$ cat src/sv/ssp_pkg.sv
// Shared types, codes and constants for the servo status packet parser.
// Used by ssp_front, ssp_back and the top level; depends on nothing else.
package ssp_pkg;

   // Default receive window in bytes after a start beat.
   localparam int RX_WINDOW_DEFAULT = 32;

   // Depth of the command queue between the front and back parts.
   localparam int QUEUE_DEPTH = 2;

   // Stream payload widths.
   localparam int REQ_TDATA_W = 24;
   localparam int REQ_TUSER_W = 2;
   localparam int RSP_TDATA_W = 24;
   localparam int RSP_TUSER_W = 1;

   // Frame constants.
   localparam logic [7:0] HDR_BYTE  = 8'hFF;
   localparam logic [7:0] ANY_ID    = 8'hFE;
   localparam logic [7:0] NO_ERROR  = 8'h00;
   localparam logic [7:0] MIN_LEN   = 8'd2;
   localparam int         MIN_REPLY = 6;

   // Request type codes carried on req_tuser.
   localparam logic [1:0] REQ_START = 2'd0;
   localparam logic [1:0] REQ_BYTE  = 2'd1;
   localparam logic [1:0] REQ_CLOSE = 2'd2;

   // Result kind codes carried on rsp_tuser.
   localparam logic KIND_DATA   = 1'b0;
   localparam logic KIND_STATUS = 1'b1;

   typedef enum logic [2:0] {
      ST_OK       = 3'd0,
      ST_TIMEOUT  = 3'd1,
      ST_NOHDR    = 3'd2,
      ST_SERVO    = 3'd3,
      ST_CHECKSUM = 3'd4
   } status_type;

   typedef enum logic [2:0] {
      PH_IDLE = 3'd0,
      PH_FF1  = 3'd1,
      PH_FF2  = 3'd2,
      PH_ID   = 3'd3,
      PH_LEN  = 3'd4,
      PH_ERR  = 3'd5,
      PH_DATA = 3'd6,
      PH_CHK  = 3'd7
   } phase_type;

   typedef enum logic [1:0] {
      CMD_START = 2'd0,
      CMD_BYTE  = 2'd1,
      CMD_CLOSE = 2'd2
   } cmd_kind_type;

   // One classified command handed from the front to the back.
   typedef struct packed {
      cmd_kind_type kind;
      logic [7:0]   rx_byte;
      logic [7:0]   target_id;
      logic [7:0]   request_length;
   } cmd_type;

   // One result beat.
   typedef struct packed {
      logic       out_kind;
      logic [7:0] data_byte;
      logic [7:0] data_index;
      status_type status;
      logic       last;
   } result_type;

endpackage

$ cat src/sv/ssp_front.sv
// Front part of the parser: accepts request beats, classifies them and queues them.
// Depends on ssp_pkg.
module ssp_front (
   input  logic                         clock,
   input  logic                         reset,
   input  logic                         req_tvalid,
   output logic                         req_tready,
   input  logic [ssp_pkg::REQ_TDATA_W-1:0] req_tdata,
   input  logic [ssp_pkg::REQ_TUSER_W-1:0] req_tuser,
   output logic                         cmd_valid,
   output ssp_pkg::cmd_type             cmd,
   input  logic                         cmd_ready
);
   import ssp_pkg::*;

   localparam int PTR_W = (QUEUE_DEPTH > 1) ? $clog2(QUEUE_DEPTH) : 1;
   localparam int CNT_W = $clog2(QUEUE_DEPTH + 1);

   cmd_type            queue_ff [QUEUE_DEPTH];
   logic [PTR_W-1:0]   wr_ptr_ff, wr_ptr_in;
   logic [PTR_W-1:0]   rd_ptr_ff, rd_ptr_in;
   logic [CNT_W-1:0]   count_ff, count_in;

   cmd_type            new_cmd;
   logic               keep;
   logic               push;
   logic               pop;

   // Classify the beat; unknown request types are dropped here.
   always_comb begin
      new_cmd.rx_byte        = req_tdata[7:0];
      new_cmd.target_id      = req_tdata[15:8];
      new_cmd.request_length = req_tdata[23:16];
      new_cmd.kind           = CMD_START;
      keep                   = 1'b1;
      unique case (req_tuser)
         REQ_START: new_cmd.kind = CMD_START;
         REQ_BYTE:  new_cmd.kind = CMD_BYTE;
         REQ_CLOSE: new_cmd.kind = CMD_CLOSE;
         default:   keep = 1'b0;
      endcase
   end

   assign req_tready = (count_ff != CNT_W'(QUEUE_DEPTH));
   assign push       = req_tvalid && req_tready && keep;
   assign cmd_valid  = (count_ff != '0);
   assign pop        = cmd_valid && cmd_ready;
   assign cmd        = queue_ff[rd_ptr_ff];

   // Pointer and fill count updates.
   always_comb begin
      wr_ptr_in = wr_ptr_ff;
      rd_ptr_in = rd_ptr_ff;
      count_in  = count_ff;
      if (push) begin
         wr_ptr_in = (wr_ptr_ff == PTR_W'(QUEUE_DEPTH - 1)) ? '0 : wr_ptr_ff + 1'b1;
      end
      if (pop) begin
         rd_ptr_in = (rd_ptr_ff == PTR_W'(QUEUE_DEPTH - 1)) ? '0 : rd_ptr_ff + 1'b1;
      end
      if (push && !pop) begin
         count_in = count_ff + 1'b1;
      end else if (pop && !push) begin
         count_in = count_ff - 1'b1;
      end
   end

   always_ff @(posedge clock) begin
      if (reset) begin
         wr_ptr_ff <= '0;
         rd_ptr_ff <= '0;
         count_ff  <= '0;
      end else begin
         wr_ptr_ff <= wr_ptr_in;
         rd_ptr_ff <= rd_ptr_in;
         count_ff  <= count_in;
      end
   end

   // Queue storage holds payload only.
   always_ff @(posedge clock) begin
      if (push) begin
         queue_ff[wr_ptr_ff] <= new_cmd;
      end
   end

endmodule

$ cat src/sv/ssp_back.sv
// Back part of the parser: frame state machine, running checksum and result register.
// Depends on ssp_pkg.
module ssp_back #(
   parameter int RX_WINDOW = ssp_pkg::RX_WINDOW_DEFAULT
) (
   input  logic                clock,
   input  logic                reset,
   input  logic                cmd_valid,
   input  ssp_pkg::cmd_type    cmd,
   output logic                cmd_ready,
   output logic                rsp_valid,
   output ssp_pkg::result_type rsp,
   input  logic                rsp_ready
);
   import ssp_pkg::*;

   localparam int WIN_W = $clog2(RX_WINDOW + 1);

   phase_type          phase_ff, phase_in;
   logic [WIN_W-1:0]   window_count_ff, window_count_in;
   logic [7:0]         running_sum_ff, running_sum_in;
   logic [7:0]         frame_length_ff, frame_length_in;
   logic [7:0]         data_count_ff, data_count_in;
   logic [7:0]         expected_id_ff, expected_id_in;
   logic [7:0]         wanted_length_ff, wanted_length_in;
   logic               header_seen_ff, header_seen_in;
   logic               rsp_valid_ff, rsp_valid_in;
   result_type         rsp_ff, rsp_in;

   logic               step;
   logic               take;
   logic [7:0]         b;
   logic [7:0]         data_count_inc;
   logic               id_match;
   logic               res_valid;
   result_type         res;

   assign cmd_ready      = !rsp_valid_ff || rsp_ready;
   assign step           = cmd_valid && cmd_ready;
   assign b              = cmd.rx_byte;
   // A received byte is parsed only while armed and inside the window.
   assign take           = (cmd.kind == CMD_BYTE) && (phase_ff != PH_IDLE) &&
                           (window_count_ff < WIN_W'(RX_WINDOW));
   assign data_count_inc = data_count_ff + 8'd1;
   assign id_match       = (b == expected_id_ff) || (expected_id_ff == ANY_ID);

   // Next state of the frame machine and its datapath.
   always_comb begin
      phase_in         = phase_ff;
      window_count_in  = window_count_ff;
      running_sum_in   = running_sum_ff;
      frame_length_in  = frame_length_ff;
      data_count_in    = data_count_ff;
      expected_id_in   = expected_id_ff;
      wanted_length_in = wanted_length_ff;
      header_seen_in   = header_seen_ff;
      if (step) begin
         case (cmd.kind)
            CMD_START: begin
               expected_id_in   = cmd.target_id;
               wanted_length_in = cmd.request_length;
               phase_in         = PH_FF1;
               window_count_in  = '0;
               running_sum_in   = '0;
               frame_length_in  = '0;
               data_count_in    = '0;
               header_seen_in   = 1'b0;
            end
            CMD_BYTE: begin
               if (take) begin
                  window_count_in = window_count_ff + 1'b1;
                  unique case (phase_ff)
                     PH_FF1: begin
                        if (b == HDR_BYTE) phase_in = PH_FF2;
                     end
                     PH_FF2: begin
                        phase_in = (b == HDR_BYTE) ? PH_ID : PH_FF1;
                     end
                     PH_ID: begin
                        if (id_match) begin
                           header_seen_in = 1'b1;
                           running_sum_in = b;
                           phase_in       = PH_LEN;
                        end else if (b != HDR_BYTE) begin
                           phase_in = PH_FF1;
                        end
                     end
                     PH_LEN: begin
                        if (b < MIN_LEN) begin
                           phase_in = PH_IDLE;
                        end else begin
                           frame_length_in = b;
                           running_sum_in  = running_sum_ff + b;
                           phase_in        = PH_ERR;
                        end
                     end
                     PH_ERR: begin
                        if (b != NO_ERROR) begin
                           phase_in = PH_IDLE;
                        end else begin
                           running_sum_in = running_sum_ff + b;
                           data_count_in  = '0;
                           phase_in = (frame_length_ff == MIN_LEN) ? PH_CHK : PH_DATA;
                        end
                     end
                     PH_DATA: begin
                        running_sum_in = running_sum_ff + b;
                        data_count_in  = data_count_inc;
                        if (data_count_inc >= (frame_length_ff - MIN_LEN)) phase_in = PH_CHK;
                     end
                     PH_CHK: begin
                        phase_in = PH_IDLE;
                     end
                     default: begin
                        phase_in = phase_ff;
                     end
                  endcase
               end
            end
            CMD_CLOSE: begin
               phase_in = PH_IDLE;
            end
            default: begin
               phase_in = phase_ff;
            end
         endcase
      end
   end

   // Result produced by the command in hand.
   always_comb begin
      res_valid      = 1'b0;
      res.out_kind   = KIND_STATUS;
      res.data_byte  = '0;
      res.data_index = '0;
      res.status     = ST_OK;
      res.last       = 1'b1;
      if (cmd.kind == CMD_CLOSE && phase_ff != PH_IDLE) begin
         res_valid  = 1'b1;
         res.status = ((window_count_ff < WIN_W'(MIN_REPLY)) || header_seen_ff) ?
                      ST_TIMEOUT : ST_NOHDR;
      end else if (take) begin
         unique case (phase_ff)
            PH_LEN: begin
               if (b < MIN_LEN) begin
                  res_valid  = 1'b1;
                  res.status = ST_CHECKSUM;
               end
            end
            PH_ERR: begin
               if (b != NO_ERROR) begin
                  res_valid  = 1'b1;
                  res.status = ST_SERVO;
               end
            end
            PH_DATA: begin
               if (data_count_ff < wanted_length_ff) begin
                  res_valid      = 1'b1;
                  res.out_kind   = KIND_DATA;
                  res.data_byte  = b;
                  res.data_index = data_count_ff;
                  res.last       = 1'b0;
               end
            end
            PH_CHK: begin
               res_valid  = 1'b1;
               res.status = (~running_sum_ff == b) ? ST_OK : ST_CHECKSUM;
            end
            default: begin
               res_valid = 1'b0;
            end
         endcase
      end
   end

   // Output register: refilled whenever it is empty or being taken.
   always_comb begin
      rsp_valid_in = rsp_valid_ff;
      rsp_in       = rsp_ff;
      if (cmd_ready) begin
         rsp_valid_in = step && res_valid;
         rsp_in       = res;
      end
   end

   always_ff @(posedge clock) begin
      if (reset) begin
         phase_ff         <= PH_IDLE;
         window_count_ff  <= '0;
         running_sum_ff   <= '0;
         frame_length_ff  <= '0;
         data_count_ff    <= '0;
         expected_id_ff   <= '0;
         wanted_length_ff <= '0;
         header_seen_ff   <= 1'b0;
         rsp_valid_ff     <= 1'b0;
      end else begin
         phase_ff         <= phase_in;
         window_count_ff  <= window_count_in;
         running_sum_ff   <= running_sum_in;
         frame_length_ff  <= frame_length_in;
         data_count_ff    <= data_count_in;
         expected_id_ff   <= expected_id_in;
         wanted_length_ff <= wanted_length_in;
         header_seen_ff   <= header_seen_in;
         rsp_valid_ff     <= rsp_valid_in;
      end
   end

   always_ff @(posedge clock) begin
      rsp_ff <= rsp_in;
   end

   assign rsp_valid = rsp_valid_ff;
   assign rsp       = rsp_ff;

endmodule

$ cat src/sv/servo_status_packet_parser_unit.sv
// Top level of the servo status packet parser: front queue, back parser, result packing.
// Depends on ssp_pkg, ssp_front and ssp_back.
//
//   Channel | Direction | Payload
//   req     | in        | tuser[1:0] req_type; tdata rx_byte, target_id, request_length
//   rsp     | out       | tuser out_kind; tdata data_byte, data_index, status; tlast last
//
// One beat per cycle sustained while the rsp side does not stall; the frame machine
// updates its whole state on each accepted command, and an accepted request beat is
// registered in the two-entry command queue, then its result in the result register.
// Synchronous active-high reset empties the queue, idles the parser and drops rsp_tvalid.
// A stalled rsp side fills the queue, after which req_tready falls.
module servo_status_packet_parser_unit #(
   parameter int RX_WINDOW = ssp_pkg::RX_WINDOW_DEFAULT
) (
   input  logic                             clock,
   input  logic                             reset,
   input  logic                             req_tvalid,
   output logic                             req_tready,
   // rx_byte [7:0], target_id [15:8], request_length [23:16]
   input  logic [ssp_pkg::REQ_TDATA_W-1:0]  req_tdata,
   // req_type [1:0]
   input  logic [ssp_pkg::REQ_TUSER_W-1:0]  req_tuser,
   output logic                             rsp_tvalid,
   input  logic                             rsp_tready,
   // data_byte [7:0], data_index [15:8], status [18:16], zero fill [23:19]
   output logic [ssp_pkg::RSP_TDATA_W-1:0]  rsp_tdata,
   // out_kind [0]
   output logic [ssp_pkg::RSP_TUSER_W-1:0]  rsp_tuser,
   output logic                             rsp_tlast
);
   import ssp_pkg::*;

   logic       cmd_valid;
   logic       cmd_ready;
   cmd_type    cmd;
   result_type rsp;

   ssp_front u_front (
      .clock      (clock),
      .reset      (reset),
      .req_tvalid (req_tvalid),
      .req_tready (req_tready),
      .req_tdata  (req_tdata),
      .req_tuser  (req_tuser),
      .cmd_valid  (cmd_valid),
      .cmd        (cmd),
      .cmd_ready  (cmd_ready)
   );

   ssp_back #(
      .RX_WINDOW (RX_WINDOW)
   ) u_back (
      .clock     (clock),
      .reset     (reset),
      .cmd_valid (cmd_valid),
      .cmd       (cmd),
      .cmd_ready (cmd_ready),
      .rsp_valid (rsp_tvalid),
      .rsp       (rsp),
      .rsp_ready (rsp_tready)
   );

   // Pack the result beat onto the stream ports.
   assign rsp_tdata = {(RSP_TDATA_W - 19)'(0), rsp.status, rsp.data_index, rsp.data_byte};
   assign rsp_tuser = rsp.out_kind;
   assign rsp_tlast = rsp.last;

endmodule

$ cat config.mk
export PLATFORM = sky130hd
export DESIGN_NAME = servo_status_packet_parser_unit
export DESIGN_NICKNAME = d
export VERILOG_FILES = /design/src/sv/ssp_pkg.sv /design/src/sv/ssp_front.sv /design/src/sv/ssp_back.sv /design/src/sv/servo_status_packet_parser_unit.sv
export SDC_FILE = /design/constraint.sdc
export NUM_CORES = 1
export LEC_CHECK = 0
export BUFFER_PORTS_ARGS = -buffer_cell sky130_fd_sc_hd__clkbuf_2
export CORE_MARGIN = 4
export CORE_UTILIZATION = 45
export DETAILED_ROUTE_END_ITERATION = 10
export SLEW_MARGIN = 0
export SYNTH_ARGS = -nofsm -noshare
export SYNTH_HDL_FRONTEND = slang
export SYNTH_SLANG_ARGS = --single-unit
$ cat constraint.sdc
create_clock -name clock -period 10.5 [get_ports clock]
set_input_delay 1.05 -clock clock [delete_from_list [all_inputs] [get_ports clock]]
set_output_delay 1.05 -clock clock [all_outputs]
set_load 0.02 [all_outputs]
Word-level counts from Yosys, hierarchy flattened --
Memory sizes are Yosys's and may differ from the RTL's. A register that Yosys moved wholly into a read port is not among the register bits. Cells that the tools add are included.
Storage, ports and cells: bits in registers 76, memory bits (writable) 52, input port bits 30, output and inout port bits 28, word-level logic and storage cells 157, memories kept 1
Cells by class: $add $sub $neg 8, magnitude comparators 5, equal/unequal tests 32, mux-type cells 57, bitwise logic cells 4, reduce and logical (&&, ||, !) cells 33
Memory list:
- u_front.queue_ff | depth 2, bits a word 26, rd ports 1, clocked after memory_dff 1, wr ports 1, RTL line ssp_front.sv:19 | cmd_type queue_ff [QUEUE_DEPTH];
Operator list (number):
- 2-to-1 mux 8 bit | 9
- one-hot mux 8 bit (2 select lines) | 4
- one-hot mux 8 bit (4 select lines) | 1
- 2-to-1 mux 3 bit | 10
- one-hot mux 3 bit (7 select lines) | 1
- 2-to-1 mux 1 bit | 18
- one-hot mux 3 bit (3 select lines) | 2
- 2-to-1 mux 17 bit | 1
- == test 8 bit | 2
- == test 8 bit (second input constant) | 2
- != test 8 bit (second input constant) | 2
- != test 3 bit (second input constant) | 5
- AND reduction 5 bit | 3
- AND reduction 7 bit | 2
- == test 3 bit (second input constant) | 4
- one-hot mux 6 bit (2 select lines) | 1
- 2-to-1 mux 2 bit | 5
- logical AND 1 bit | 9
- adder 8 x 1 -> 8 bit (second input constant) | 1
- adder 8 bit | 1
- == test 8 x 2 -> 1 bit (second input constant) | 1
- greater-or-equal comparator 8 bit | 1
- less-than comparator 8 x 2 -> 1 bit (second input constant) | 1
- less-than comparator 8 bit | 1
- 33 further kinds | 52

Longest topological paths before layout --
Gate-level depths: netlist of the first run.
word-level depth 8, mapped depth 15, depth with buffers taken out 12

By module --
From an unflattened synthesis of the first run, not the netlist that was laid out.
Unflattened totals: cell total of the unflattened synthesis 581, area, all modules 6383.6 um^2
Modules (own cells, without submodules):
- ssp_back | times used 1, cells each 467, area each 4211.5 um^2, seq. area each 1621.6 um^2
- ssp_front | times used 1, cells each 108, area each 2130.8 um^2, seq. area each 1661.6 um^2
- servo_status_packet_parser_unit | times used 1, cells each 6, area each 41.3 um^2, seq. area each 0.0 um^2

Worst setup path after synthesis of the first run --
OpenSTA, ideal clock, no wires.
path kind reg-to-reg, start reg (tool-made name), end reg u_back.frame_length_ff[0], setup time 0.128 ns, data arrival time 3.188 ns, required time 10.372 ns, setup slack 7.185 ns, stages on the path, launching flop included 16, buffers on the path 5, period minus slack after synthesis 3.315 ns, path through dfxtp_1 -> buf_6 -> buf_8 -> buf_1 -> mux2i_1 -> inv_1 -> ha_1 -> clkbuf_1 -> clkinv_1 -> nand2_1 -> a21o_1 -> buf_2 -> nor4_1 -> a21oi_1 -> a22oi_1 -> nor2_1
RTL lines:
- end signal, assigned | RTL line ssp_back.sv:201 | frame_length_ff <= frame_length_in;
- end, declared | RTL line ssp_back.sv:22 | logic [7:0] frame_length_ff, frame_length_in;

==> qor.log, run 1 <==
qor: setup_path.worst_setup_path_end_kind flop
qor: clock_tree.cts.reportedPaths.clkPinSlew 0.06 ns
qor: clock_tree.cts_buf_count 17
qor: setup_path.reg2reg_setup_slack 6.80 ns
qor: clock_tree.tritoncts done
qor: pwr.p_per_area 210 nW/um^2
qor: floorplan.core-area 13900 um^2
qor: routing.drt.antenna.violating_nets 0
qor: finish.synthToLayoutAreaGrowth 14.9%
qor: synthesis.synth_seq_cells 128
qor: clock_tree.hold_buffers_post_cts 0
qor: routing.remaining_routing_drc_violations 0
qor: synthesis.synth.yosys.warnings 0
qor: synthesis.synth_top_area_share 0.339
qor: routing.drt-wirelength-per-cell 18.2 um
qor: sta.tns 0 ns
qor: sta.finalCritPeriodShare 0.352
qor: setup_path.worstReg2RegEnd u_back.frame_length_ff[1]$_SDFFE_PP0P_
qor: floorplan.num_rows 43
qor: setup_path.crit_path_max_fanout 17
qor: setup_path.worstPathRequired 10.86 ns
qor: routing.initialDrtViolationCount 362
qor: finish.final-instance-count-excl-fill 846
qor: routing.detailroute.via_count 4724
qor: clock_tree.post-cts-setup-buffer-count 0
qor: clock_tree.cts_max_path_buffers 2
qor: sta.clock.fmax 0.270 GHz
qor: clock_tree.cts.sink_count 128
qor: synthesis.synth.area.top_cells edfxtp_1, dfxtp_1, ha_1
qor: global_route.gr-usage-all-layers 0.195
qor: pwr.sw_frac 0.322
qor: pwr.combinationalPowerShare 0.229
qor: sta.slew_headroom 0.203
qor: pwr.internal_power_component 1040 uW
qor: routing.vias_per_cell 5.58
qor: synthesis.share_of_flip_flops_with_an_asynchronous_set_or_reset_after_synthesis 0
qor: clock_tree.clkLatencyLatePin 0.43 ns
qor: setup_path.criticalPathCategory reg2reg
qor: synthesis.number_of_enable_type_register_cells_in_the_synthesized_netlist 72
qor: synthesis.ys_top_cells_by_count nor2_1, edfxtp_1, dfxtp_1
qor: synthesis.most_common_flop_cell_mapped_by_yosys edfxtp_1
qor: min_path.worstHoldPathType reg2reg
qor: synthesis.syn_area 6370 um^2
qor: sta.setup_ws 6.80 ns
qor: floorplan.start_util 0.459
qor: place.place.detailed.hpwl 10.9 mm
qor: setup_path.setup.worst_path.start_class flop
qor: synthesis.post-synth-top-count-cell nor2_1
qor: sta.grt_setup_unrepaired no
qor: global_route.pin_count_of_the_biggest_net_entering_global_routing 57
qor: global_route.first_pass_grt_wire_length 24.4 mm
qor: pwr.netSwitchingPower 496 uW
qor: pwr.static-leakage-power 0.00286 uW
qor: sta.report.final.setup_viol 0
qor: clock_tree.count_of_instances_resized_after_the_clock_tree_is_built 0
qor: synthesis.synth.largest_area_cell edfxtp_1
qor: global_route.grt_antenna_before_repair 0
qor: synthesis.syn-mean-instance-area 10.6 um^2
qor: pwr.clkPwrFrac 0.364
qor: clock_tree.root_buffer clkbuf_16
qor: place.routabilityCongestion 0.972
qor: finish.num_antenna_cells 0
qor: finish.fin_nets 714
qor: synthesis.ys_seq_area_frac 0.515
qor: global_route.via_count_of_the_first_global_routing_pass 4524
qor: floorplan.die_width 127 um
qor: global_route.grt_overflow_total 0
qor: synthesis.yosysUniqueCellTypes 62
qor: setup_path.critPathArrivalTime 4.06 ns
qor: pwr.p_seq_frac 0.407
qor: place.dp.cells 814
qor: setup_path.rr_worst_depth 8
qor: sta.tightestPinTransition 1.20 ns
qor: run.cap_violations 0
qor: floorplan.ios 58
qor: pwr.peakVddDrop 0.125 mV
qor: setup_path.timing.critical_path.to u_back.frame_length_ff[1]$_SDFFE_PP0P_
qor: run_status.run_status finished clean
qor: place.setup_slack_after_placement 6.86 ns
qor: sta.finalCriticalPeriod 3.70 ns
qor: sta.final_max_slew_viol_count 0
qor: finish.fraction_of_layout_instances_using_a_drive_strength_above_1 0.165
qor: sta.fin_worst_skew 0.00923 ns
qor: floorplan.die_h 127 um
qor: clock_tree.htreeDepth 4
qor: place.placement.io_buffers 52
qor: routing.detail_route.wirelength 15.4 mm
qor: synthesis.post_synth_inst_count 601
qor: floorplan.design.die.area 16100 um^2
qor: pwr.p_total 1540 uW
qor: sta.timing_hold_violations_final 0
qor: routing.pre_repair_dr_iteration_count 5
[cell type report]
cell class                 count  area (um^2)
tap                          180          225
fill                        1237         6560
inverter                      33          124
clock buffer                  18          429
multi-input combinational    417         2840
clock inverter                14          131
timing repair buffer          56          290
sequential                   128         3280
[power by group through the flow]
stage	clock [uW]	combinational, uW	sequential (uW)
final	561	352	626
after global routing	594	388	633
after CTS	567	353	626
after detailed placement	0	351	636
after global placement	0	343	635
after floorplan	0	278	623
[worst max-delay path: stages, from the launching register on]
cell and delay [ns]:
dfxtp_1 0.38, mux2i_1 0.34, ha_1 0.71, nand3_1 0.41, a21oi_2 0.61, nand2_1 0.23
nor4_2 0.57, a22oi_1 0.24, nor2_1 0.13
[worst min-delay path by stage]
stage,to,cells past startpoint,slack (ns),from
2_1_floorplan,u_back.header_seen_ff$_SDFFE_PP0P_,2,0.44,u_back.header_seen_ff$_SDFFE_PP0P_
5_1_grt,u_front.count_ff[1]$_SDFFE_PP0P_,2,0.52,u_front.count_ff[1]$_SDFFE_PP0P_
3_5_place_dp,u_back.header_seen_ff$_SDFFE_PP0P_,2,0.47,u_back.header_seen_ff$_SDFFE_PP0P_
4_1_cts,u_back.header_seen_ff$_SDFFE_PP0P_,2,0.48,u_back.header_seen_ff$_SDFFE_PP0P_
6_report,u_back.header_seen_ff$_SDFFE_PP0P_,2,0.48,u_back.header_seen_ff$_SDFFE_PP0P_
3_3_place_gp,u_back.header_seen_ff$_SDFFE_PP0P_,2,0.46,u_back.header_seen_ff$_SDFFE_PP0P_
[per-stage QoR]
| step | instance area, um^2 | hold WS [ns] | util |
|---|---|---|---|
| after CTS | 7320 | 0.484 | 0.527 |
| after floorplan | 6390 | 0.441 | - |
| after global placement | 6760 | 0.460 | 0.487 |
| after detailed placement | 6760 | 0.466 | 0.487 |
| final | 7320 | 0.480 | 0.527 |
| after global routing | 7320 | 0.519 | 0.527 |
[flip-flops by register name, indices dropped and copies added, names as in the netlist, named ones only]
| register | count |
|---|---|
| u_back.window_count_ff | 6 |
| u_back.phase_ff | 3 |
| u_front.count_ff | 2 |
| u_back.rsp_valid | 1 |
| u_back.frame_length_ff | 8 |
| u_front.queue_ff | 52 |
| u_back.expected_id_ff | 8 |
| u_back.wanted_length_ff | 8 |
| u_front.wr_ptr_ff | 1 |
| u_back.running_sum_ff | 8 |
| u_back.header_seen_ff | 1 |
| u_front.rd_ptr_ff | 1 |
| u_back.data_count_ff | 8 |
| u_back.rsp | 20 |
[cells by family (layout without fill, tap and decap cells)]
logic type	Yosys count	in the layout	synth area share
mux	29	29	0.0493
simple gates	206	206	0.165
xor+xnor	31	31	0.0426
other cells	1	5	0.000588
compound gates	115	115	0.123
buf+inv	60	121	0.0424
fa+ha+maj	31	31	0.0620
flops	128	128	0.515
[cells in the final DEF (no fill, tap or decap), types with 4 or more instances in the layout]
cell        n
ha_1       30
dfxtp_1    56
inv_1      31
nand3_1    18
nor4_1     10
a211oi_1   23
xor2_1     13
and2_1      7
buf_4       4
a22oi_1    11
a31oi_1     6
clkbuf_16  17
nor2_1     77
nand2b_1    5
mux2i_1    22
or3_1       5
clkbuf_2   52
nand2_1    31
clkinv_4    4
nand4_1     5
mux2i_2     6
nor3_1     10
conb_1      5
a21o_1      4
nand3b_1    4
edfxtp_1   72
o21ai_0    16
and3_1     17
a21oi_1    30
inv_6       5
nor2b_1     4
xnor2_1    18
[metal layers]
layer	global-route usage	share of wire	vias up
met4	0.0801	0.026	0
met5	0	0	-
met1	0.270	0.47	2254
li1	-	-	2298
met3	0.0414	0.052	32
met2	0.299	0.45	140
Power figures use the tool's default switching activity.
==> run 2, diff against run 1 <==
--- a/config.mk
+++ b/config.mk
@@ -9,6 +9,7 @@
 export CORE_MARGIN = 4
 export CORE_UTILIZATION = 45
 export DETAILED_ROUTE_END_ITERATION = 10
+export PLACE_DENSITY = 0.66
 export SLEW_MARGIN = 0
 export SYNTH_ARGS = -nofsm -noshare
 export SYNTH_HDL_FRONTEND = slang
==> constraint.sdc (replaced) <==
create_clock -name clock -period 3 [get_ports clock]
set_input_delay 0.3 -clock clock [delete_from_list [all_inputs] [get_ports clock]]
set_output_delay 0.3 -clock clock [all_outputs]
set_load 0.02 [all_outputs]
==> run 2 against run 1 <==
Compared with the run above:
- power grew to 3.6 times the previous value
- cell count up 2.4%
- clock skew fell by 0.0031 ns
- non-clock buffer count increased by 20
- die area unchanged
- clock-buffer cell count increased by 1
- maximum frequency up 33%
- utilization is 1.6 points higher
==> qor.log, run 2 (same netlist as run 1, synthesis figures left out) <==
qor: run_status.run_status finished clean
qor: global_route.grt_overflow_total 0
qor: min_path.min_delay_worst_endpoint u_front.queue_ff[0][11]$_DFFE_PP_
qor: clock_tree.cts.sink_count 128
qor: setup_path.rr_worst_depth 9
qor: pwr.p_per_area 735 nW/um^2
qor: floorplan.die_width 127 um
qor: global_route.pin_count_of_the_biggest_net_entering_global_routing 34
qor: global_route.grt.busiest_layer met2
qor: place.setup_slack_after_placement 0.103 ns
qor: routing.detail_route.wirelength 14.7 mm
qor: pwr.static-leakage-power 0.00297 uW
qor: setup_path.worst_setup_path_end_kind flop
qor: pwr.peakVddDrop 0.488 mV
qor: routing.drt-wirelength-per-cell 17.0 um
qor: setup_path.criticalPathCategory reg2reg
qor: clock_tree.root_buffer clkbuf_16
qor: finish.num_antenna_cells 0
qor: clock_tree.cts_max_path_buffers 2
qor: sta.timing_hold_violations_final 0
qor: global_route.grt_antenna_before_repair 0
qor: routing.initialDrtViolationCount 301
qor: routing.pre_repair_dr_iteration_count 4
qor: setup_path.critical-path-slowest-cell mux2i_2
qor: place.routabilityCongestion 0.960
qor: global_route.met1_usage 0.246
qor: routing.vias_per_cell 5.54
qor: floorplan.design.die.area 16100 um^2
qor: setup_path.critPathArrivalTime 3.08 ns
qor: finish.postLayoutCoreUtil 0.544
qor: min_path.worstHoldPathType in2reg
qor: sta.finalCritPeriodShare 0.924
qor: setup_path.worstReg2RegEnd u_back.running_sum_ff[6]$_SDFFE_PP0P_
qor: sta.final_max_slew_viol_count 0
qor: routing.drt.antenna.violating_nets 0
qor: place.place.detailed.hpwl 10.6 mm
qor: setup_path.critical_path.cell_chain buf_4, buf_4, mux2i_2, xnor2_1, nor4_4, nand3_2, nand3_2, nor4_1, a311o_1
qor: sta.fin_worst_skew 0.00609 ns
qor: global_route.gr-usage-met2 0.303
qor: sta.report.final.setup_viol 0
qor: global_route.global_route.usage.met3 0.0414
qor: floorplan.num_rows 43
qor: min_path.hold-path-cell-count 1
qor: global_route.via_count_of_the_first_global_routing_pass 4759
qor: finish.regMostFlops u_front.queue_ff
qor: place.placement.io_buffers 52
qor: routing.remaining_routing_drc_violations 0
qor: finish.fin_nets 734
qor: clock_tree.hold_buffers_post_cts 0
qor: clock_tree.cts_buf_count 17
qor: routing.detailroute.via_count 4798
qor: sta.grt_setup_unrepaired no
qor: setup_path.cell_family_with_most_cp_delay simple AND/OR/NAND/NOR gates
qor: finish.synthToLayoutAreaGrowth 18.4%
qor: pwr.p_total 5540 uW
qor: floorplan.ios 58
qor: setup_path.reg2reg_setup_slack 0.23 ns
qor: sta.setup_ws 0.227 ns
qor: setup_path.slowest_cell_delay_on_critical_path 0.48 ns
qor: setup_path.critical_path.n_buffers_inverters 2
qor: sta.tightestPinTransition 0.897 ns
qor: setup_path.setup.worst_path.start_class flop
qor: sta.slew_headroom 0.401
qor: clock_tree.tritoncts done
qor: clock_tree.htreeDepth 4
qor: finish.flip_flop_count_of_the_largest_register_after_layout 52
qor: setup_path.crit_path_max_fanout 11
qor: finish.mostFrequentLayoutCell nor2_1
qor: finish.mostFrequentLayoutCells nor2_1, edfxtp_1, dfxtp_1
qor: global_route.first_pass_grt_wire_length 23.9 mm
qor: min_path.timing.hold.worst.start req_tdata[11]
qor: sta.whs 0.0663 ns
qor: sta.finalCriticalPeriod 2.77 ns
qor: run.cap_violations 0
qor: finish.fraction_of_layout_instances_using_a_drive_strength_above_1 0.195
qor: floorplan.core-area 13900 um^2
qor: sta.clock.fmax 0.361 GHz
qor: floorplan.die_h 127 um
qor: global_route.gr-usage-all-layers 0.188
qor: sta.tns 0 ns
qor: clock_tree.cts.reportedPaths.clkPinSlew 0.06 ns
qor: floorplan.start_util 0.459
qor: setup_path.worstPathRequired 3.31 ns
qor: clock_tree.clkLatencyLatePin 0.42 ns
run 2: cell types whose count changed in the layout (fill, tap and decap cells not counted), sizes merged:
cell | previous run | this run
clkinvlp | 1 | 4
bufinv | 1 | 3
inv | 36 | 31
clkinv | 9 | 8
buf | 4 | 24
clkbuf | 70 | 71
run 2: repair_timing:
action,CTS,global route
hold endpoints to repair,0,0
resized for setup,0,10
setup endpoints to repair,0,11
setup buffers,0,0
run 2: worst max path at each step:
| stage | from | to | cells past startpoint |
|---|---|---|---|
| after floorplan | flop | u_back.frame_length_ff[0]$_SDFFE_PP0P_ | 14 |
| after global placement | u_back.data_count_ff[0]$_SDFFE_PP0P_ | u_back.phase_ff[0]$_SDFFE_PP0P_ | 11 |
| after detailed placement | u_back.data_count_ff[0]$_SDFFE_PP0P_ | u_back.phase_ff[0]$_SDFFE_PP0P_ | 11 |
| after CTS | u_back.data_count_ff[0]$_SDFFE_PP0P_ | u_back.phase_ff[0]$_SDFFE_PP0P_ | 11 |
| after global routing | u_back.data_count_ff[0]$_SDFFE_PP0P_ | u_back.phase_ff[0]$_SDFFE_PP0P_ | 11 |
| final | flop | u_back.running_sum_ff[6]$_SDFFE_PP0P_ | 9 |
run 2: layout make-up:
| class | count | area [um^2] |
|---|---|---|
| Clock buffer | 19 | 433 |
| Clock inverter | 13 | 148 |
| Fill cell | 1218 | 6340 |
| Inverter | 33 | 124 |
| Multi-Input combinational cell | 417 | 2890 |
| Sequential cell | 128 | 3280 |
| Tap cell | 180 | 225 |
| Timing Repair Buffer | 76 | 440 |
run 2: metal layers:
metal	wire (um)	vias up
li1	-	2338
met2	7120	150
met1	6360	2286
met5	0	-
met4	347	0
met3	907	24
run 2: per-stage QoR:
step           instances  cell area (um^2)
2_1_floorplan        605              6400
3_3_place_gp         834              6920
3_5_place_dp         834              6920
4_1_cts              866              7500
5_1_grt              866              7540
6_report             866              7540
run 2: power by group:
| part | switching (uW) | total (uW) | internal (uW) |
|---|---|---|---|
| Clock | 728 | 2020 | 1290 |
| Combinational | 811 | 1330 | 523 |
| Sequential | 135 | 2190 | 2060 |
